==> config.mk <==
export PLATFORM = sky130hd
export DESIGN_NAME = ile_cell
export DESIGN_NICKNAME = d
export VERILOG_FILES = /design/src/hw/rtl/indexed_list_engine_defines.svh /design/src/hw/rtl/ile_pkg.sv /design/src/hw/rtl/ile_cell.sv
export SDC_FILE = /design/constraint.sdc
export NUM_CORES = 1
export LEC_CHECK = 0
export BUFFER_PORTS_ARGS = -buffer_cell sky130_fd_sc_hd__buf_2
export CAP_MARGIN = 15
export CORE_AREA = 2 2 133 135
export CTS_CLUSTER_DIAMETER = 80
export DETAILED_ROUTE_END_ITERATION = 10
export DIE_AREA = 0 0 135 137
export PLACE_DENSITY = 0.65
export SLEW_MARGIN = 20
export SYNTH_ARGS = -nofsm -noshare
export SYNTH_HDL_FRONTEND = slang
export SYNTH_SLANG_ARGS = --single-unit
==> constraint.sdc <==
create_clock -name clk -period 5.8 [get_ports clk]
set_input_delay 1.16 -clock clk [delete_from_list [all_inputs] [get_ports clk]]
set_output_delay 1.16 -clock clk [all_outputs]
set_load 0.05 [all_outputs]
==> src/hw/rtl/indexed_list_engine_defines.svh <==
// ----------------------------------------------------------------------------
// indexed_list_engine_defines.svh
// Assertion macros for the indexed list engine.
// ----------------------------------------------------------------------------
`ifndef INDEXED_LIST_ENGINE_DEFINES_SVH
`define INDEXED_LIST_ENGINE_DEFINES_SVH

`ifndef SYNTHESIS
`define ILE_ASSERT_SAME(label, clk, rst, ante, cons) \
  label: assert property (@(posedge clk) disable iff (rst) (ante) |-> (cons)) \
    else $error("ile assertion failed");
`define ILE_ASSERT_NEXT(label, clk, rst, ante, cons) \
  label: assert property (@(posedge clk) disable iff (rst) (ante) |=> (cons)) \
    else $error("ile assertion failed");
`else
`define ILE_ASSERT_SAME(label, clk, rst, ante, cons)
`define ILE_ASSERT_NEXT(label, clk, rst, ante, cons)
`endif

`endif

==> src/hw/rtl/ile_pkg.sv <==
// ----------------------------------------------------------------------------
// ile_pkg
// Types, codes and helpers shared by the indexed list engine.
// ----------------------------------------------------------------------------
package ile_pkg;

  localparam int DEF_CAPACITY   = 64;
  localparam int DEF_WORD_WIDTH = 64;

  localparam int IDX_W   = 7;
  localparam int VAL_W   = 64;
  localparam int POS_W   = 6;
  localparam int CNT_W   = 7;
  localparam int GROUP   = 8;
  localparam int GROUP_W = 3;

  typedef enum logic [2:0] {
    ACT_CLEAR  = 3'd0,
    ACT_READ   = 3'd1,
    ACT_INSERT = 3'd2,
    ACT_REMOVE = 3'd3,
    ACT_FIND   = 3'd4
  } ile_action_e;

  typedef enum logic [1:0] {
    STAT_OK    = 2'd0,
    STAT_RANGE = 2'd1,
    STAT_FULL  = 2'd2
  } ile_status_e;

  typedef enum logic {
    ST_IDLE,
    ST_SCAN
  } ile_state_e;

  typedef struct packed {
    logic [2:0]       action;
    logic [IDX_W-1:0] index;
    logic [VAL_W-1:0] value;
  } ile_in_t;

  typedef struct packed {
    logic [VAL_W-1:0] data_out;
    logic [POS_W-1:0] position;
    logic             hit;
    logic [1:0]       status;
    logic [CNT_W-1:0] count;
  } ile_out_t;

  typedef struct packed {
    logic insert;
    logic remove;
  } ile_cell_ctrl_t;

  typedef struct packed {
    logic found;
    logic last;
  } ile_scan_t;

  function automatic logic [GROUP_W-1:0] first_one(input logic [GROUP-1:0] v);
    logic [GROUP_W-1:0] r;
    r = '0;
    for (int k = GROUP - 1; k >= 0; k--) begin
      if (v[k]) r = GROUP_W'(k);
    end
    return r;
  endfunction

endpackage

==> src/hw/rtl/ile_cell.sv <==
// ----------------------------------------------------------------------------
// ile_cell
// One list slot: holds a word, shifts from a neighbor, compares for find.
// ----------------------------------------------------------------------------
module ile_cell import ile_pkg::*; #(
  parameter int WORD_WIDTH = DEF_WORD_WIDTH,
  parameter int CW         = 8,
  parameter int POS        = 0
) (
  input  logic                  clk,
  input  ile_cell_ctrl_t        ctrl,
  input  logic [CW-1:0]         idx,
  input  logic [CW-1:0]         fill,
  input  logic [WORD_WIDTH-1:0] value,
  input  logic [WORD_WIDTH-1:0] left,
  input  logic [WORD_WIDTH-1:0] right,
  output logic [WORD_WIDTH-1:0] word,
  output logic [WORD_WIDTH-1:0] rd,
  output logic                  match
);

  localparam logic [CW-1:0] MY_POS = CW'(POS);

  always_ff @(posedge clk) begin
    if (ctrl.insert) begin
      if (MY_POS == idx) word <= value;
      else if (MY_POS > idx) word <= left;
    end else if (ctrl.remove && (MY_POS >= idx)) begin
      word <= right;
    end
  end

  assign rd    = word & {WORD_WIDTH{MY_POS == idx}};
  assign match = (MY_POS < fill) && (word == value);

endmodule

==> results.md <==
- Synth Area per Inst: between 8 and 9 sq um
- Place WS: between 1000 and 1500 ps
- Worst setup margin: around 1300 ps
- Run status: finished, final reports clean
- Switch Pwr: between 300 and 400 uW
- Critical path's top delay family: simple AND/OR/NAND/NOR gates
- Synth unique cells: 17
- Drc violations: 0
- Antenna cells: 0
- Buf/Inv on CP: 2
- Max reg flops: 64
- Leak: ~3.3 nW
- Post-layout min period: ~4500 ps
- Routed Wire Length: around 19000 microns
- Die Y: approximately 140 microns
- Relative slew margins: between 30% and 40%
- FF/Latch Area: a little under 0.002 sq mm
- First-pass GRT wire length: between 20000 and 30000 microns
- Overall power: approximately 1.2 mW
- Setup Fix Bufs, Post-CTS: 0
- IR drop worst, VDD: between 100 and 150 uV
- First drt pass iteration count: 4
- Clock power share: between 40 and 50%
- Crit Path Max Fanout: 2
- Pin count of the biggest net entering global routing: 69
- CTS resizes: 0
- RSZ-0062 raised after global routing: no
- Hold slack: between 1000 and 1500 ps
- Core Box Area: 0.0171 sq mm
- Filler instances: around 1800
- Internal: ~930 uW
- Yosys top cell by area: edfxtp_1
- Fmax: 221 MHz
- Final setup violation count: 0
- Avg Vias per Cell: 4.74
- Synth top area share: 43.4%
- Period utilization: between 70% and 80%
- Max incr delay on CP: between 500 and 600 ps
- # rows: 48
- Synth Net Count: around 730
- Max Slew Vio Count: 0
- Worst-Margin Slew: between 1000 and 1500 ps
- Synth Instances: 521
- Post-DP Area: around 0.0063 sq mm
- Routed len/inst: 17.9 microns
- Clk slew on worst S/H paths: 60 ps
- HP Class: input port to flop
- Biggest register: word
- Gpl congestion: 0.796
- Max cap viols: 0
- Cell area power density: 189 mW/mm^2
- Sequential share of power: about two fifths
- CTS Buf Count: 9
- DR iter-0 viols: about 260
- Final setup TNS: 0 ps
- Vias in the first global route: 4686
- Antenna-violating nets left: 0
- Synth warn: 0
- HPWL Detailed: 14900 microns
- Fin nets: 1048
- Multi-input gate area: 0.00231 sq mm
- Crit path capture type: primary output
- Vias: 5052
- CTS hold repair buffers: 0
- Max Root-Sink Buffers: 2
- Initial antenna violation count: 0
- Switch share: between 20% and 30%
- Layout cells sized above 1: a little over two fifths
- Crit path max-delay cell type: nor4_1
- Root Buffer: clkbuf_16
- Comb power frac: between 10% and 20%
- Syn Std Cell Area: ~0.0044 sq mm
- CTS tree: yes
- Top flop regs: word (64)
- Die area: between 0.015 and 0.02 sq mm
- Area contributors post-synth: edfxtp_1 43%, nand2_1 11%, xnor2_1 10%
- Crit path launch type: input port
- Crit Path Category: input port to primary output
- Worst path required time: ~4600 ps
- GRT overflow: 0
- GR Util All Layers: 19.4%
- Die width: approximately 140 microns
- Clk sink count: 64
- Post-route cell area: about 0.0066 sq mm
- FF+latch count, synth: 64
- Worst Path Arrival: roughly 3400 ps
- Crit-path cells: buf_2 -> xnor2_1 -> nand4_1 -> nor4_1 -> nand3_1 -> nor4_1 -> buf_2
- I/O pins: 340
- PortBufs: about 340
- Seq/Total Area, Yosys: a little over two fifths
- CTS H-tree depth: 3
- Area added between synthesis and finish: 48.2%
- Starting Density: between 20% and 30%
- Final hold vios: 0
## layout make-up
cell class              instances  share of cell area, %
well taps                     225                   4.29
repair buffers                347                   27.0
flip-flops and latches         64                   29.3
clock buffers                  10                   3.49
multi-input cells             415                   35.2
clock inverters                 5                  0.744
## cell families after synthesis
family	synth area share (%)
AND/OR/NAND/NOR	29.6
flip-flops	43.4
buffers and inverters	5.09
AO/OA/AOI/OAI	9.22
XOR/XNOR	12.7
## cell usage after synthesis
cell type  instances
and2_1             1
xnor2_1           52
nand3_1            1
clkbuf_1          23
nand2_1          129
a31oi_1           64
a211oi_1           1
nand4_1           14
nor4_1             7
buf_6              7
nor2_1            67
nor3_1             1
nor4_2             2
and3_1            64
buf_2             12
xor2_1            12
edfxtp_1          64
## metrics by stage
| stage | utilization (%) | cells |
|---|---|---|
| after floorplan | - | 521 |
| after CTS | 38.5 | 1066 |
| after global placement | 36.8 | 1051 |
| after global routing | 38.5 | 1066 |
| after detailed placement | 36.8 | 1051 |
| final | 38.5 | 1066 |
## worst paths after layout
check / cells after the start / slack [ps] / start / end
worst max-delay path: 7 / 1270 / value[51] / match
worst min-delay path: 3 / 1170 / right[17] / word[17]
## power by group through the flow
stage / sequential, mW / clock (mW) / combinational (mW)
after global routing: 0.516 / 0.556 / 0.212
after CTS: 0.516 / 0.543 / 0.194
after floorplan: 0.530 / 0 / 0.0789
after global placement: 0.525 / 0 / 0.190
after detailed placement: 0.525 / 0 / 0.193
final: 0.516 / 0.531 / 0.192
## metal layers
layer	part of all wire [%]	GRT usage, %
met5	0	0
met2	51	35.4
met4	1.3	5.44
met1	42	23.4
met3	6.1	3.30
## worst min-delay path: cells and delay by family
family / cells / cell delay, ps
simple gates: 1 / 30
buf+inv: 1 / 80
compound gates: 1 / 120
## placed cells by master (no fill, tap or decap)
cell,synthesis,routed
clkbuf_16,0,9
nand4_1,14,14
and2_2,0,1
clkbuf_1,23,1
nor4_4,0,2
a31oi_1,64,64
and3_1,64,64
nand2_2,0,1
nor3_1,1,1
a211oi_1,1,1
edfxtp_1,64,64
clkinv_1,0,3
nor4_1,7,7
bufinv_16,0,1
clkinvlp_4,0,1
xnor2_1,52,52
nand2_1,129,128
buf_12,0,1
buf_2,12,338
nand3_1,1,1
xor2_1,12,12
nor2_1,67,66
nor2_4,0,1
buf_4,0,8
Power figures use the tool's default switching activity.
