**config.mk**
```make
export PLATFORM = sky130hd
export DESIGN_NAME = ile_scan
export DESIGN_NICKNAME = d
export VERILOG_FILES = /design/src/hw/rtl/indexed_list_engine_defines.svh /design/src/hw/rtl/ile_pkg.sv /design/src/hw/rtl/ile_scan.sv
export SDC_FILE = /design/constraint.sdc
export NUM_CORES = 1
export LEC_CHECK = 0
export ABC_AREA = 1
export BUFFER_PORTS_ARGS = -buffer_cell sky130_fd_sc_hd__buf_2
export CAP_MARGIN = 20
export CORE_MARGIN = 2
export CORE_UTILIZATION = 47
export CTS_CLUSTER_SIZE = 16
export DETAILED_ROUTE_END_ITERATION = 12
export PLACE_DENSITY = 0.79
export SETUP_SLACK_MARGIN = 0.3
export SLEW_MARGIN = 20
export SYNTH_ARGS = -nofsm -noshare
export SYNTH_HDL_FRONTEND = slang
export SYNTH_SLANG_ARGS = --single-unit
```
**constraint.sdc**
```tcl
create_clock -name clk -period 2.2 [get_ports clk]
set_clock_uncertainty 0.1 [all_clocks]
set_input_delay 0.11 -clock clk [delete_from_list [all_inputs] [get_ports clk]]
set_output_delay 0.11 -clock clk [all_outputs]
set_load 0.005 [all_outputs]
```
**src/hw/rtl/indexed_list_engine_defines.svh**
```systemverilog
// ----------------------------------------------------------------------------
// indexed_list_engine_defines.svh
// Assertion macros for the indexed list engine.
// ----------------------------------------------------------------------------
`ifndef INDEXED_LIST_ENGINE_DEFINES_SVH
`define INDEXED_LIST_ENGINE_DEFINES_SVH

`ifndef SYNTHESIS
`define ILE_ASSERT_SAME(label, clk, rst, ante, cons) \
  label: assert property (@(posedge clk) disable iff (rst) (ante) |-> (cons)) \
    else $error("ile assertion failed");
`define ILE_ASSERT_NEXT(label, clk, rst, ante, cons) \
  label: assert property (@(posedge clk) disable iff (rst) (ante) |=> (cons)) \
    else $error("ile assertion failed");
`else
`define ILE_ASSERT_SAME(label, clk, rst, ante, cons)
`define ILE_ASSERT_NEXT(label, clk, rst, ante, cons)
`endif

`endif

```
**src/hw/rtl/ile_pkg.sv**
```systemverilog
// ----------------------------------------------------------------------------
// ile_pkg
// Types, codes and helpers shared by the indexed list engine.
// ----------------------------------------------------------------------------
package ile_pkg;

  localparam int DEF_CAPACITY   = 64;
  localparam int DEF_WORD_WIDTH = 64;

  localparam int IDX_W   = 7;
  localparam int VAL_W   = 64;
  localparam int POS_W   = 6;
  localparam int CNT_W   = 7;
  localparam int GROUP   = 8;
  localparam int GROUP_W = 3;

  typedef enum logic [2:0] {
    ACT_CLEAR  = 3'd0,
    ACT_READ   = 3'd1,
    ACT_INSERT = 3'd2,
    ACT_REMOVE = 3'd3,
    ACT_FIND   = 3'd4
  } ile_action_e;

  typedef enum logic [1:0] {
    STAT_OK    = 2'd0,
    STAT_RANGE = 2'd1,
    STAT_FULL  = 2'd2
  } ile_status_e;

  typedef enum logic {
    ST_IDLE,
    ST_SCAN
  } ile_state_e;

  typedef struct packed {
    logic [2:0]       action;
    logic [IDX_W-1:0] index;
    logic [VAL_W-1:0] value;
  } ile_in_t;

  typedef struct packed {
    logic [VAL_W-1:0] data_out;
    logic [POS_W-1:0] position;
    logic             hit;
    logic [1:0]       status;
    logic [CNT_W-1:0] count;
  } ile_out_t;

  typedef struct packed {
    logic insert;
    logic remove;
  } ile_cell_ctrl_t;

  typedef struct packed {
    logic found;
    logic last;
  } ile_scan_t;

  function automatic logic [GROUP_W-1:0] first_one(input logic [GROUP-1:0] v);
    logic [GROUP_W-1:0] r;
    r = '0;
    for (int k = GROUP - 1; k >= 0; k--) begin
      if (v[k]) r = GROUP_W'(k);
    end
    return r;
  endfunction

endpackage

```
**src/hw/rtl/ile_scan.sv**
```systemverilog
// ----------------------------------------------------------------------------
// ile_scan
// Holds the match flags of a find and walks them one group per cycle.
// ----------------------------------------------------------------------------
module ile_scan import ile_pkg::*; #(
  parameter int CAPACITY = DEF_CAPACITY,
  parameter int AW       = 7
) (
  input  logic                clk,
  input  logic                load,
  input  logic                step,
  input  logic [CAPACITY-1:0] match_in,
  output ile_scan_t           stat,
  output logic [AW-1:0]       pos
);

  localparam int NG     = (CAPACITY + GROUP - 1) / GROUP;
  localparam int PADDED = NG * GROUP;
  localparam int GW     = (NG > 1) ? $clog2(NG) : 1;

  logic [PADDED-1:0] flags;
  logic [GW-1:0]     grp;

  always_ff @(posedge clk) begin
    if (load) begin
      flags <= PADDED'(match_in);
      grp   <= '0;
    end else if (step) begin
      flags <= flags >> GROUP;
      grp   <= grp + GW'(1);
    end
  end

  assign stat.found = |flags[GROUP-1:0];
  assign stat.last  = (grp == GW'(NG - 1));
  assign pos        = AW'({grp, first_one(flags[GROUP-1:0])});

endmodule

```
==> results.txt <==
----------------------------------------------------
[Status]
  Run status ... finished, final reports clean

[Placed design]
  Cell Count Post-Placement ... 441
  RePlAce Congestion ... 0.823
  Buffers added on ports ... 74
  HPWL after DPL ... between 3000 and 4000 um

[Timing]
  Highest clock rate ... 627 MHz
  Period utilization ... 72.5%
  Finish-stage setup viols ... 0
  Worst hold margin ... approximately 320 ps
  Worst slew slack as a fraction of its limit ... 58.7%
  Total count of hold-check failures in the final report ... 0
  Number of slew-limit violations in the final report ... 0
  Accumulated negative setup slack ... 0 ps
  Final critical-path required period ... between 1500 and 2000 ps
  Setup repair after global routing missed its margin ... no
  Slew at the pin closest to its max-slew limit ... 620 ps

[Global route]
  Sum of overflow across all layers after global routing ... 0
  Global-route wire length before repair ... ~11000 um
  Maximum number of pins on one net before global-route repair ... 66
  Antenna violations before repair ... 0
  Total track usage ... 20.0%
  Via count of the first global-routing pass ... 2571

[Die]
  Die Area ... 6900 um2
  Die Span X ... roughly 83 um
  I/O pin cnt ... 76
  Placement Rows ... 28
  Effective utilization at floorplan ... 49.0%
  Vertical die dimension ... 83.0 um
  Placeable core area ... 5990 um2

[Cells and area]
  Diode count ... 0
  Count of placed standard cells in the final layout, fillers left out ... 522
  Commonest non-fill, non-tap cells in the layout ... sky130_fd_sc_hd__nand2_1 (183), sky130_fd_sc_hd__buf_2 (74), sky130_fd_sc_hd__dlygate4sd3_1 (65)
  Net total in the final layout ... 511
  Area grow syn2layout ... 42.2%
  Most frequent standard cell in the layout excluding fill and tap cells ... sky130_fd_sc_hd__nand2_1
  Fill cell count ... roughly 430
  Ratio of cells with drive above 1 in the final layout ... 20.6%

[Power and ir drop]
  Leakage Power ... 2.07 nW
  Areal power density over the cells ... 668 nW/um2
  Max IR drop VDD ... 0.484 mV

[CTS]
  CTS tree ... done
  Number of setup buffers added after CTS ... 0
  Number of hold buffers added after CTS ... between 60 and 70
  Number of clock sinks ... 67
  Htree depth ... 3
  Clock-pin slew reported for the worst setup and hold paths after clock tree synthesis ... 60 ps
  Clk root buf ... sky130_fd_sc_hd__clkbuf_8
  Number of instances resized during post-cts repair ... 0
  TritonCTS buffer count ... 9
  Clock insertion delay at the later pin of the skew report ... 330 ps
  Bufs on Longest Clock Path ... 2

[Synthesis]
  Average cell area after synthesis ... just under 10 um2
  Number of unique standard cell types used by synthesis ... 20
  Post-synthesis share of cell area spent on and, or, nand and nor gates ... 25.1%
  Multiplexer share of the synthesized area ... 0%
  Netlist Area Pre-Place ... around 3000 um2
  Dominant combinational cell family by area after synthesis ... simple AND/OR/NAND/NOR gates
  Adder-cell area share of the yosys netlist ... less than 1%
  Synth Area in Compound Gates ... 0.724%
  Post-Syn Nets ... 370
  Synthesized-area fraction occupied by xor and xnor cells ... 0.298%
  Number of standard cells after synthesis ... 301
  Number of synthesized register bits ... 67
  Sequential area share after synthesis ... approximately two thirds
  Count of yosys warnings during synthesis ... 0

[Routing]
  Drt drc ... 0
  WL per Instance ... 12.4 um
  Metal2 WL ... between 3000 and 4000 um
  Number of nets still failing antenna checks after routing ... 0
  Number of vias after detailed routing ... 2385
  Met1 wire length ... between 2000 and 3000 um
  Total length of routed met3 wires ... between 300 and 400 um
  Total length of routed wires ... 6480 um
  Top Metal Used ... met4
  Avg Vias per Cell ... approximately 4.6
  Number of detailed-route iterations in the first pass ... 4
  Number of DRC markers after the initial detailed-route iteration ... 164

[Hold path]
  Class of the worst hold path ... input pin to flop

[Setup path]
  Endpoint type of the worst setup path ... output pin
  Endpoint arrival time on the critical path ... 1380 ps
  Data required time at the worst endpoint ... a little under 2000 ps
  Critical Path Start Type ... flop
  Setup CP Type ... flop to output pin
  Critical-path maximum fanout ... 2

[Flow run]
  Maxcap violations ... 0

----------------------------------------------------
path summary, 6_finish.rpt:
| check | slack, ps | from | end | cells after the start |
|---|---|---|---|---|
| worst max-delay path | 610 | flags[7] | stat[1] | 4 |
| worst min-delay path | 320 | load | grp[0] | 3 |
| worst min register to register | 410 | flags[44] | flags[36] | 2 |
| worst max register to register | 1030 | grp[0] | grp[2] | 4 |
cell type report:
| class | count | area (um2) | area share [%] |
|---|---|---|---|
| flip-flops and latches | 67 | 1980 | 47.5 |
| clock inverters | 4 | 17.5 | 0.419 |
| clock buffers | 12 | 135 | 3.24 |
| well taps | 75 | 93.8 | 2.25 |
| repair buffers | 144 | 1080 | 25.9 |
| inverters | 18 | 67.6 | 1.62 |
| multi-input cells | 202 | 797 | 19.1 |
report_power, final:
part           internal [mW]  switching, mW  total [mW]
Combinational          0.195          0.180       0.375
Clock                  0.399          0.427       0.825
Sequential              1.55         0.0394        1.59
Total                   2.14          0.646        2.79
sequential cells by signal, summed over array words and instances, names as in the netlist:
name and cells:
flags 64, grp 3
stage by stage:
stage / utilization, % / power [mW] / setup WS, ps / instance area, um2
floorplan: - / 1.78 / 616 / 2940
global placement: 56.3 / 1.88 / 887 / 3370
detailed placement: 56.3 / 1.90 / 838 / 3370
CTS: 69.7 / 2.80 / 598 / 4180
global route: 69.7 / 2.93 / 538 / 4180
finish: 69.7 / 2.79 / 605 / 4180
metal layers:
metal,vias up,global-route usage (%)
met1,1067,22.0
li1,1232,-
met3,11,3.78
met2,75,37.3
met4,0,8.79
met5,-,0
critical path: stages (launching register included):
cell and delay (ps):
sky130_fd_sc_hd__edfxtp_1 380, sky130_fd_sc_hd__or2_1 270, sky130_fd_sc_hd__nor3_1 210, sky130_fd_sc_hd__nand2_1 70, sky130_fd_sc_hd__buf_2 130
cell usage after synthesis:
| cell | n | area share (%) |
|---|---|---|
| sky130_fd_sc_hd__a21oi_1 | 1 | 0.17 |
| sky130_fd_sc_hd__a31oi_1 | 1 | 0.21 |
| sky130_fd_sc_hd__buf_2 | 2 | 0.34 |
| sky130_fd_sc_hd__buf_4 | 8 | 2.0 |
| sky130_fd_sc_hd__buf_6 | 1 | 0.38 |
| sky130_fd_sc_hd__clkbuf_1 | 3 | 0.38 |
| sky130_fd_sc_hd__conb_1 | 1 | 0.13 |
| sky130_fd_sc_hd__dfxtp_1 | 3 | 2.0 |
| sky130_fd_sc_hd__edfxtp_1 | 64 | 65 |
| sky130_fd_sc_hd__ha_1 | 2 | 0.85 |
| sky130_fd_sc_hd__inv_1 | 17 | 2.2 |
| sky130_fd_sc_hd__inv_2 | 1 | 0.13 |
| sky130_fd_sc_hd__nand2_1 | 184 | 24 |
| sky130_fd_sc_hd__nand3_1 | 1 | 0.17 |
| sky130_fd_sc_hd__nand4_1 | 1 | 0.21 |
| sky130_fd_sc_hd__nor2_1 | 6 | 0.77 |
| sky130_fd_sc_hd__nor3_1 | 1 | 0.17 |
| sky130_fd_sc_hd__o21ai_0 | 2 | 0.34 |
| sky130_fd_sc_hd__or2_1 | 1 | 0.21 |
| sky130_fd_sc_hd__xnor2_1 | 1 | 0.30 |
kinds of logic after synthesis:
group / count (synthesis)
simple gates: 194
buf+inv: 32
fa+ha+maj: 2
flops: 67
compound gates: 4
xor+xnor: 1
other cells: 1
(Power assumes the default switching activity.)
